$ cat config.mk
export PLATFORM = sky130hd
export DESIGN_NAME = bet_ram
export DESIGN_NICKNAME = d
export VERILOG_FILES = /design/src/rtl/core/bet_ram.sv
export SDC_FILE = /design/constraint.sdc
export NUM_CORES = 2
export LEC_CHECK = 0
export BUFFER_PORTS_ARGS = -buffer_cell sky130_fd_sc_hd__buf_2
export CAP_MARGIN = 0
export CORE_MARGIN = 2
export CORE_UTILIZATION = 45
export CTS_CLUSTER_DIAMETER = 100
export DETAILED_ROUTE_END_ITERATION = 6
export GPL_ROUTABILITY_DRIVEN = 1
export GPL_TIMING_DRIVEN = 0
export HOLD_SLACK_MARGIN = 0.15
export SYNTH_ARGS = -nofsm -noshare
export SYNTH_HDL_FRONTEND = slang
export SYNTH_SLANG_ARGS = --single-unit
$ cat constraint.sdc
create_clock -name i_clk -period 8 [get_ports i_clk]
set_clock_uncertainty 0.15 [all_clocks]
set_input_delay 1.6 -clock i_clk [delete_from_list [all_inputs] [get_ports i_clk]]
set_output_delay 1.6 -clock i_clk [all_outputs]
set_load 0.005 [all_outputs]
$ cat src/rtl/core/bet_ram.sv
// Generic single-port-write, single-port-read synchronous RAM.
// Registered read. No dependencies.
module bet_ram #(
    parameter int WIDTH = 8,
    parameter int DEPTH = 256
) (
    input  logic                     i_clk,
    input  logic                     i_we,
    input  logic [$clog2(DEPTH)-1:0] i_waddr,
    input  logic [WIDTH-1:0]         i_wdata,
    input  logic [$clog2(DEPTH)-1:0] i_raddr,
    output logic [WIDTH-1:0]         o_rdata
);
    logic [WIDTH-1:0] r_mem [DEPTH];
    logic [WIDTH-1:0] r_rdata;

    always_ff @(posedge i_clk) begin
        if (i_we) begin
            r_mem[i_waddr] <= i_wdata;
        end
        r_rdata <= r_mem[i_raddr];
    end

    assign o_rdata = r_rdata;
endmodule

* Word level (Yosys, flattened, before mapping)
Memories as Yosys holds them, arrays and structs flattened. A register that Yosys moved wholly into a read port is not among the register bits.
Index checks and enable logic that the tools add are counted.
** Word-level totals
- Bits in registers :: 0
- RAM bits :: 2048
- Input bits :: 26
- Output and inout bits :: 8
- Logic and storage cells :: 3
- Memories :: 1
** Operators by class
- Muxes and demuxes :: 2
** Memories
- r_mem :: depth 256, width 8, rd ports 1, clocked after memory_dff 1, wr ports 1, line 14 : logic [WIDTH-1:0] r_mem [DEPTH];
** Operators with widths (count)
- $mux 1 :: 2

* Logic depth before layout (Yosys ltp)
- Depth in word-level cells :: 2
- Mapped depth :: 11
- Mapped depth without buffers :: 6

* Worst setup path after synthesis
OpenSTA, ideal clock, no wires.
- Kind :: in2reg
- From :: input port i_raddr[0]
- To :: register r_rdata[2] (netlist: o_rdata[2]), read port of r_mem
- Setup time :: 0.131 ns
- Data arrival time :: 3.407 ns
- Data required time :: 7.719 ns
- Path slack :: 4.312 ns
- Stages on the path :: 9
- Buffers on the path :: 4
- Cell sequence :: buf_6 -> buf_12 -> buf_8 -> buf_2 -> mux4_2 -> a22oi_1 -> a21oi_1 -> nor4_1 -> nor4_2
** RTL lines
- start, declared :: line 11 : input logic [$clog2(DEPTH)-1:0] i_raddr,
- end, declared :: line 15 : logic [WIDTH-1:0] r_rdata;

==> results.txt <==
The largest fanout on the critical path is 12. STA classifies the critical path endpoint as a flop. The number of I/O pins came out at 34.

The row count is between 150 and 200. In this design, the critical path's most frequently occurring cell is clkbuf_1. The global-route total usage across every layer came out at 26.7%.

The routed layout has 41100 vias. The DRC marker count from the first detailed-route iteration is 6531. From left edge to right edge, the die measures 424 um. The effective utilization at floorplan came out at 45.2%.

The clock-pin transition on the worst setup and hold timing paths came out at approximately 0.060 ns. After Yosys synthesis, XOR and XNOR cells account for 0% of the synthesized area. The count of final setup violators came out at 0. The post-DP HPWL came out at 161000 um. Yosys mapped the design onto between 50 and 60 distinct sky130hd cell types. The worst slew margin relative to its limit came out at -0.448%. Once detail routing completed, the nets flagged for antenna violations numbered 0. The longest individual stage delay on the worst path came out at 1.11 ns. The initial antenna violation count came to 16. The number of resized instances in the post-cts repair step is 0. Setup repair after global routing left no endpoint under its margin. For this run, the leading register cell type out of synthesis is edfxtp_1. The time the final worst path needs with I/O delays and setup is 6.35 ns. The maximum vdd drop came out at about 0.00020 V. Leaving out fill and tap cells, the most frequent cell in the layout is edfxtp_1. The number of buffers inserted by hold repair at cts came out at 0. The aggregate routed wire length came out at between 200000 and 250000 um. The top cell types in the final layout, fill and taps aside, are edfxtp_1 (2048), mux4_2 (454), nor2_1 (282). After global routing the overflow that remains totals 0. The count of flip-flops with a built-in enable after synthesis is a little over 2000. For this design the static power due to leakage is 27.5 nW. Buffers placed on the I/O ports in this run total 26. The period utilization is 79.4%. The cell area after technology mapping came out at 79600 um2. The weighted congestion reported at the end of routability-driven placement came out at 0.929.

The fraction of post-synthesis cell area in the top cell type by area is 77.3%. The DRC violation count after routing is 0. The root buffer cell chosen for the clock tree is clkbuf_16. The via count of the first global-routing pass came out at 40100. The checks that failed: max-capacitance violations, max-slew violations. The number of nets in the layout is ~4000. On the final layout, the worst hold slack is 1.04 ns. Sequential cells were found to cover 77.5% of the synthesized design area. STA classifies the critical path startpoint as an input pin. The cell count after synthesis came out at 3733. In the routed layout, each cell is associated on average with a via count of 6.34. Based on the critical path, the design can be clocked at up to between 150 and 200 MHz. The cell taking the most area after synthesis is edfxtp_1. The share of synthesized registers carrying an async set or reset is 0%.

The number of setup buffers added after CTS is 0. TritonCTS built the clock tree. In the final layout, the share of cells above drive strength 1 is 22.2%. Ranked by total cell area, the synthesized netlist is headed by edfxtp_1 (77%), mux4_2 (13%), mux2i_1 (1.7%), nor2_1 (1.3%), a22oi_1 (1.3%). The mean routed wirelength per cell is 37.2 um. The layout-stage area growth over the synthesis result came out at 12.5%. The vertical die dimension came out at 424 um.

The synthesized netlist devotes 0% of its cell area to adder and majority cells. The count of pins over their slew limit came out at 2. STA puts the critical path data arrival time at 6.81 ns.

The deepest clock path buffer count came out at 3. The clock sink count is 2056. The flow ran to the end, but the final reports show violations. The H-tree level count came out at 4. In this run the power density over the cells is 251 nW/um2. The simple-gate share of the synthesized area came out at approximately 2.6%. The clock latency at the later pin of the worst-skew pair came out at 0.85 ns. For this run, the detailed router's first-pass iteration total came to 6.

The average size of a mapped cell came out at 21.3 um2. In this run, CTS created clock tree buffers numbering about 200. The synthesized netlist devotes 3.42% of its cell area to compound gates.

Walking the worst path, the cells encountered are buf_2, buf_4, clkbuf_1, clkbuf_1, clkbuf_1, a211oi_1, nor2_1, nor4_1, nor4_1. Among all stages on the critical path, the largest delay is contributed by clkbuf_1. The multiplexer share of the synthesized area came out at 14.6%. The register bit count reported by yosys came out at slightly above 2000. The max-cap check violation count came out at 2. The Yosys step of the flow raised 0 warnings. The worst hold path belongs to the class in -> reg. The number of nets handed over by synthesis was 3759. The worst endpoint required time is 8.46 ns. The die area came out at 180000 um2. By area, the combinational part of the netlist is dominated by multiplexers.

The maximum number of pins on one net before global-route repair came out at 157. The setup TNS came out at 0 ns. The filler cell count is 13900. The standard cell core area is 176000 um2.

At the pin with the least slew margin, the transition time is about 1.5 ns. The number of hold violations in the final report was 0. The first-pass GRT wire length is 328000 um. The classification of the worst setup path is in -> reg.
synthesized netlist by cell type (22+ instances only):
cell / n
buf_1: 22
mux2i_1: 134
o22ai_1: 28
nor2_1: 282
nand3_1: 34
buf_4: 27
nor4_1: 24
clkbuf_1: 111
nand2_1: 33
a22oi_1: 133
o221ai_1: 46
edfxtp_1: 2048
nor2b_1: 31
nor3_1: 22
a21oi_1: 96
buf_2: 31
mux4_2: 454
worst max-delay path, delay by kind of cell:
kind	cells	cell delay, ns
buf+inv	5	3.35
simple gates	3	1.56
compound gates	1	0.25
flip-flops by register name (all words and copies together) (netlist names):
signal	count
o_rdata	8
r_mem	2048
kinds of logic (layout without fill, tap and decap cells):
group / Yosys count / after routing
other: 0 / 6
buffers and inverters: 235 / 645
flip-flops: 2056 / 2056
multiplexers: 591 / 591
AO/OA/AOI/OAI: 385 / 385
AND/OR/NAND/NOR: 466 / 466
report_power, final:
group	leakage [nW]	switching [mW]	internal, mW	total, mW
combinational	5.89	0.889	0.385	1.27
sequential	18.5	0.00713	11.9	11.9
clock	3.11	4.07	5.23	9.31
total	27.5	4.97	17.5	22.5
layout make-up:
| class | instances | area (um2) | share of cell area [%] |
|---|---|---|---|
| well taps | 2340 | 2930 | 3.27 |
| diodes | 6 | 15.0 | 0.0168 |
| clock buffers | 238 | 5230 | 5.84 |
| multi-input cells | 1442 | 16500 | 18.4 |
| plain buffers | 233 | 1480 | 1.65 |
| repair buffers | 46 | 638 | 0.713 |
| inverters | 2 | 7.51 | 0.00838 |
| clock inverters | 126 | 1130 | 1.26 |
| flip-flops and latches | 2056 | 61700 | 68.9 |
routing by layer:
| metal | share of wire, % | wire [um] | global-route usage [%] |
|---|---|---|---|
| met2 | 45 | 110000 | 40.3 |
| met3 | 11 | 27600 | 7.46 |
| met1 | 38 | 92800 | 36.8 |
| met5 | 0.083 | 200 | 0.741 |
| met4 | 4.6 | 11200 | 11.3 |
stage by stage:
step	setup WS (ns)	area, um2	cells	power, mW	util (%)
floorplan	4.31	79600	3733	12.7	-
global placement	0.907	82600	6099	13.4	47.0
detailed placement	1.04	83100	6116	13.4	47.3
CTS	1.92	89500	6480	22.5	50.9
global route	1.94	89500	6484	23.0	50.9
finish	1.65	89500	6489	22.5	50.9
final timing paths:
kind | cells after the start | startpoint | to | slack (ns)
setup / recovery | 9 | i_raddr[4] | o_rdata[4] | 1.65
hold / removal | 1 | i_wdata[1] | r_mem[214][1] | 1.04
setup reg to reg | 6 | r_mem[210][3] | o_rdata[3] | 4.04
hold reg to reg | 5 | r_mem[145][2] | o_rdata[2] | 1.36
Note: power is estimated with default switching activity, not from simulation.
