$ cat src/rtl/core/bet_pkg.sv
// Package for the byte entropy threshold block.
// Holds widths, constants, payload structs and state encodings. No dependencies.
package bet_pkg;
    localparam int MAX_SAMPLE = 4096;
    localparam int CNT_W      = $clog2(MAX_SAMPLE + 1);
    localparam int LOG_FRAC   = 24;
    localparam int LOG_W      = LOG_FRAC + 5;
    localparam int SUM_W      = CNT_W + LOG_W;
    localparam int BIN_W      = 8;
    localparam int BINS       = 256;
    localparam logic [15:0] ENTROPY_MAX = 16'd32768;
    localparam logic [15:0] THRESH_RST  = 16'd29491;

    typedef struct packed {
        logic [7:0] sample_byte;
        logic       last_byte;
    } t_req;

    typedef struct packed {
        logic [15:0] entropy_value;
        logic        above_threshold;
        logic [12:0] counted_bytes;
    } t_rsp;

    typedef enum logic [3:0] {
        ST_CLEAR, ST_IDLE, ST_UPD, ST_SCAN_RD, ST_SCAN_LOG, ST_SCAN_MUL,
        ST_TOT_LOG, ST_TOT_MUL, ST_DIV, ST_DONE
    } t_state;

    typedef struct packed {
        logic         start;
        logic [CNT_W-1:0] x;
    } t_log_req;
endpackage

$ cat src/rtl/core/bet_log2.sv
// Iterative fixed-point log2: normalize, then one squaring per cycle.
// Depends on bet_pkg.
module bet_log2 import bet_pkg::*; (
    input  logic             i_clk,
    input  logic             i_rst_n,
    input  t_log_req         i_req,
    output logic             o_done,
    output logic [LOG_W-1:0] o_log
);
    logic [32:0]       r_m;
    logic [LOG_W-1:0]  r_res;
    logic [4:0]        r_bit;
    logic              r_busy;
    logic              r_done;
    logic [4:0]        k;
    logic [65:0]       sq;
    logic [34:0]       sqs;

    always_comb begin
        k = '0;
        for (int i = 1; i < CNT_W; i++) begin
            if (i_req.x[i]) begin
                k = 5'(i);
            end
        end
        sq  = r_m * r_m;
        sqs = 35'(sq >> 31);
    end

    always_ff @(posedge i_clk) begin
        if (!i_rst_n) begin
            r_busy <= 1'b0;
            r_done <= 1'b0;
        end else begin
            r_done <= 1'b0;
            if (i_req.start) begin
                r_m    <= 33'(i_req.x) << (31 - k);
                r_res  <= LOG_W'(k) << LOG_FRAC;
                r_bit  <= 5'(LOG_FRAC - 1);
                r_busy <= (i_req.x != '0);
                r_done <= (i_req.x == '0);
                if (i_req.x == '0) begin
                    r_res <= '0;
                end
            end else if (r_busy) begin
                if (sqs[32]) begin
                    r_m <= sqs[33:1];
                    r_res[r_bit] <= 1'b1;
                end else begin
                    r_m <= sqs[32:0];
                end
                r_bit <= r_bit - 5'd1;
                if (r_bit == '0) begin
                    r_busy <= 1'b0;
                    r_done <= 1'b1;
                end
            end
        end
    end

    assign o_done = r_done;
    assign o_log  = r_res;
endmodule
$ cat config.mk
export PLATFORM = sky130hd
export DESIGN_NAME = bet_log2
export DESIGN_NICKNAME = d
export VERILOG_FILES = /design/src/rtl/core/bet_pkg.sv /design/src/rtl/core/bet_log2.sv
export SDC_FILE = /design/constraint.sdc
export NUM_CORES = 2
export LEC_CHECK = 0
export BUFFER_PORTS_ARGS = -buffer_cell sky130_fd_sc_hd__buf_2
export CORE_ASPECT_RATIO = 1.25
export CORE_MARGIN = 1
export CORE_UTILIZATION = 45
export CTS_BUF_LIST = sky130_fd_sc_hd__clkbuf_8
export DETAILED_ROUTE_END_ITERATION = 8
export RECOVER_POWER = 50
export SETUP_SLACK_MARGIN = 0.05
export SKIP_CTS_REPAIR_TIMING = 1
export SLEW_MARGIN = 15
export SYNTH_ARGS = -nofsm -noshare
export SYNTH_HDL_FRONTEND = slang
export SYNTH_SLANG_ARGS = --single-unit
$ cat constraint.sdc
create_clock -name i_clk -period 11.6 [get_ports i_clk]
set_input_delay 2.32 -clock i_clk [delete_from_list [all_inputs] [get_ports i_clk]]
set_output_delay 2.32 -clock i_clk [all_outputs]
set_load 0.005 [all_outputs]
# Word level (Yosys, flattened, before mapping)
# Cells that the tools add are included.
# Widths: inputs -> output; s select.
op_classes:
  addsub: 2
  multipliers: 1
  n_lt_le_gt_ge: 2
  shift: 1
  n_mux: 28
  n_bitwise: 1
  reduce_logical: 8
ops:
  columns: ["operator", "count"]
  rows:
  - ["$mux 29", 4]
  - ["$mux 33", 3]
  - ["$mul 33x33->65", 1]
  - ["$mux 5", 10]
  - ["$shl 13x32->33", 1]
  - ["$or 29x29->29", 1]
  - ["$logic_not 13->1", 1]
  - ["$reduce_bool 13->1", 1]
  - ["$mux 1", 8]
  - ["$lt 5x6->1 const B", 1]
  - ["$sub 5x5->6 const A", 1]
  - ["$demux 1 s5", 1]
  - ["$ge 5x1->1 const B", 1]
  - ["$logic_not 5->1", 1]
  - ["$sub 5x1->5 const B", 1]
  - ["$mux 2", 2]
  - ["$reduce_bool 2->1", 2]
  - ["$reduce_and 3->1", 1]
  - ["$reduce_and 2->1", 1]
  - ["$logic_and 1x1->1", 1]
totals:
  ff_bits: 69
  input_bits: 16
  output_inout_bits: 30
  wordCells: 48

# Depth between registers and ports, before layout
logic_depth:
  word_depth: 15
  mapped_depth: 31
  depth_no_buf: 28

# Least setup slack after synthesis
# Ideal clock, no wire load.
synth_timing:
  path_type: "reg-to-reg"
  startpoint: "reg r_m[11]"
  endpoint: "reg r_res[0], in the netlist o_log[0], enable pin"
  arrival_time_ns: 8.665
  setup_slack_ns: 2.520
  stages_incl_launch_ff: 29
  path_cell_list: "edfxtp_1 > clkbuf_1 > clkbuf_1 > nand2_1 > fa_1 > inv_1 > fa_1 > fa_1 > inv_1 > fa_1 > inv_1 > fa_1 > fa_1 > fa_1 > inv_1 > fa_1 > inv_1 > ha_1 > buf_2 > and4_1 > nand4_1 > or3_1 > and3b_1 > nor3_1 > a21o_1 > a211oi_2 > buf_2 > nor2_1 > nor2_1"
synth_between:
  elab_chain_len: 3
synth_rtl:
  columns: ["item", "line_no", "rtl"]
  rows:
  - ["from (decl)", "bet_log2.sv:10", "logic [32:0] r_m;"]
  - ["from (signal assigned)", "bet_log2.sv:37", "r_m <= 33'(i_req.x) << (31 - k);"]
  - ["from (signal assigned)", "bet_log2.sv:47", "r_m <= sqs[33:1];"]
  - ["from (signal assigned)", "bet_log2.sv:50", "r_m <= sqs[32:0];"]
  - ["$mul 33x33->65", "bet_log2.sv:26", "sq = r_m * r_m;"]
  - ["$reduce_bool 2->1 (no line)", null, null]
  - ["$reduce_and 3->1 (no line)", null, null]
  - ["to (signal assigned)", "bet_log2.sv:38", "r_res <= LOG_W'(k) << LOG_FRAC;"]
  - ["to (decl)", "bet_log2.sv:11", "logic [LOG_W-1:0] r_res;"]
# Every way passes these cells.
# A chain may end at the register's enable or synchronous reset.

# Worst setup path after layout
layout_timing:
  startpoint: "reg r_m[8]"
  endpoint: "reg r_res[17], in the netlist o_log[17], enable pin"
# Same word-level chain as after synthesis.

==> out/results.tsv <==
stage	metric	value	unit
outcome	status	complete, but fails checks	
outcome	violations	capacitance limit, slew limit	
floorplan	die_w	247.2	µm
logic_synthesis	synth-seq-cells	69	
timing	grt_setup_unrepaired	false	
logic_synthesis	synth_fp_nets	4724	
logic_synthesis	syn_avg_cell_area	9.455	µm²
clock_tree	cts_made_buffers	9	
clock_tree	clkTransAtPathRegs	0.09	ns
grt	gr-total-overflow	0	
finish	fillers	7266	
clock_tree	cts_root_buffer	clkbuf_8	
drt	drt-pass1-iter-count	5	
timing	period_needed	10.43	ns
worst_hold_path	holdPathEnd	o_log[6]$_SDFFCE_PP0P_	
setup_path	crit_top_cell	fa_1	
timing	slew-limit-headroom	-13.72	%
timing	final-setup-viol-count	0	
drt	wl	91520	µm
clock_tree	cts.path.max_buffers	2	
timing	fmax	95.86	MHz
placement	dp.final_hpwl	75880	µm
worst_hold_path	holdPathStages	2	
floorplan	dieArea	76240	µm²
timing	finalSetupTns	0	ns
finish	area_growth	4.134	%
drt	drt-initial-drc-count	1262	
floorplan	coreArea	74550	µm²
setup_path	required	11.62	ns
setup_path	critPathKind	flip-flop to flip-flop	
setup_path	rrSetupSlack	1.17	ns
logic_synthesis	syn_inst	3576	
placement	port_buffers	45	
setup_path	r2r_end	o_log[17]$_SDFFCE_PP0P_	
grt	grt_usage	25.51	%
timing	fin_crit_sh	89.93	%
setup_path	critPathSlowestCell	nor3_1	
worst_hold_path	min_from	o_log[6]$_SDFFCE_PP0P_	
clock_tree	clock_latency	0.36	ns
setup_path	rr_worst_depth	28	
grt	grt_pass1_wl	145700	µm
floorplan	start_util	45.35	%
grt	grt_pass1_vias	26560	
finish	multi_input_area	27150	µm²
setup_path	start_kind	flip-flop	
floorplan	ios	46	
setup_path	cp.arrival	10.45	ns
timing	timing.hold.ws	0.5780	ns
setup_path	critPathMaxStageDelay	0.92	ns
worst_hold_path	hold_path_class	flip-flop to flip-flop	
finish	drive_gt1_share	3.857	%
logic_synthesis	ys_warn_count	0	
timing	drv_slew	76	
timing	fin_skew	0.01230	ns
placement	gp_congestion	1.006	
logic_synthesis	synth_edf_count	67	
drt	viasPerCell	5.190	
logic_synthesis	netlist_area	33810	µm²
clock_tree	cts_tree	built	
finish	regArea	2052	µm²
finish	finalNetCount	4695	
floorplan	rows	112	
grt	grt_max_degree	42	
drt	vias	23470	
drt	wl_per_cell	20.24	µm
clock_tree	cts_max_level	3	
timing	hold_viol	0	
clock_tree	clock_sinks	69	
logic_synthesis	synthFlopType	edfxtp_1	
logic_synthesis	ys_types	78	
drt	final_antenna_net_count	0	
logic_synthesis	seq_area_frac_synth	6.069	%
logic_synthesis	async_flop_share	0	%
placement	dp.cells	4504	
floorplan	fp.dieH	308.5	µm
timing	worst_pin_slew	1.706	ns
setup_path	critPathCaptureType	flip-flop	
finish	finalNonFillerCells	4522	
run	cap_violations	2	
grt	antenna_found_initial	0	
setup_path	worstReg2RegStart	r_m[8]$_SDFFCE_PP0P_	
setup_path	cp_max_fo	29	
drt	drcViolationCount	0	
[cells in the final DEF (no fill, tap or decap), drive strengths merged, types with 15 or more instances in the layout]
master	instances
and2	189
ha	271
a31oi	20
edfxtp	67
fa	861
mux2i	42
buf	82
a21oi	89
o21ai	42
nand3	28
xor2	19
nor2	142
nor3	15
nand2	354
a21o	36
nand4	18
inv	1060
xnor2	29
clkbuf	19
[worst max-delay path by stage]
| stage | depth (start not counted) | end | slack [ns] | startpoint |
|---|---|---|---|---|
| after floorplan | 28 | o_log[0]$_SDFFCE_PP0P_ | 2.52 | r_m[11]$_SDFFCE_PP0P_ |
| after global placement | 25 | o_log[19]$_SDFFCE_PP0P_ | 1.36 | r_m[6]$_SDFFCE_PP0P_ |
| after detailed placement | 25 | o_log[12]$_SDFFCE_PP0P_ | 1.26 | r_m[6]$_SDFFCE_PP0P_ |
| after CTS | 25 | o_log[23]$_SDFFCE_PP0P_ | 1.22 | r_m[6]$_SDFFCE_PP0P_ |
| after global routing | 26 | o_log[23]$_SDFFCE_PP0P_ | 0.74 | r_m[2]$_SDFFCE_PP0P_ |
| final | 28 | o_log[17]$_SDFFCE_PP0P_ | 1.17 | r_m[8]$_SDFFCE_PP0P_ |
[stage by stage]
step / setup WS, ns / utilization [%] / cell area [µm²]
2_1_floorplan: 2.520 / - / 33810
3_3_place_gp: 1.356 / 46.93 / 34990
3_5_place_dp: 1.260 / 46.93 / 34990
4_1_cts: 1.225 / 47.21 / 35200
5_1_grt: 0.7357 / 47.22 / 35210
6_report: 1.168 / 47.23 / 35210
[layout make-up]
type | count | share of cell area [%]
Multi-Input combinational cell | 2309 | 77.12
Inverter | 1066 | 11.37
Sequential cell | 69 | 5.828
Tap cell | 969 | 3.444
Timing Repair Buffer | 92 | 1.649
Clock buffer | 9 | 0.3518
Clock inverter | 7 | 0.2346
Antenna cell | 1 | 0.007108
[synth_stat cells, types with 8 or more instances]
cell | count | area share [%]
nand3_1 | 28 | 0.41
xnor2_1 | 29 | 0.75
clkinv_1 | 8 | 0.089
o21ai_0 | 37 | 0.55
nand2_1 | 354 | 3.9
nor2b_1 | 13 | 0.24
and2_1 | 189 | 3.5
o211ai_1 | 14 | 0.31
edfxtp_1 | 67 | 6.0
xor2_1 | 19 | 0.49
nor2_1 | 141 | 1.6
a21oi_1 | 87 | 1.3
fa_1 | 861 | 51
ha_1 | 271 | 10
a211oi_1 | 12 | 0.27
nand4_1 | 18 | 0.33
a21o_1 | 31 | 0.69
mux2i_1 | 42 | 1.2
or2_2 | 8 | 0.15
o21bai_1 | 10 | 0.22
nor3_1 | 15 | 0.22
inv_1 | 1056 | 12
clkbuf_1 | 108 | 1.2
nand2b_1 | 9 | 0.17
a31oi_1 | 20 | 0.37
[registers in the layout (all words and copies together), names as in the netlist]
signal and flops:
r_m 33, o_log 29, r_bit 5, o_done 1
r_busy 1
[critical path, delay by kind of cell, from the launching register on]
kind	cells	cell delay [ns]
adders and majority gates	9	4.30
AOI/OAI and AO/OA	6	1.96
buffers and inverters	9	1.67
DFF	1	0.33
and+or+nand+nor	4	1.78
[cell families after synthesis]
logic type / synth area share, %
buffers and inverters: 13.67
adder cells (fa/ha/maj): 61.01
AND/OR/NAND/NOR: 11.26
AO/OA/AOI/OAI: 5.274
flip-flops: 6.069
multiplexers: 1.477
XOR/XNOR: 1.243
[per-layer routing]
metal / global-route usage (%) / share of wire [%] / wire length, µm
met5: 0 / 0 / 0
met2: 47.59 / 54 / 49450
met3: 2.184 / 4.4 / 3986
met1: 29.50 / 37 / 33450
met4: 11.02 / 5.1 / 4633
Power is left out: the tool's default activity adds up to more than one toggle a clock period on the data nets, which glitch-free logic cannot reach.
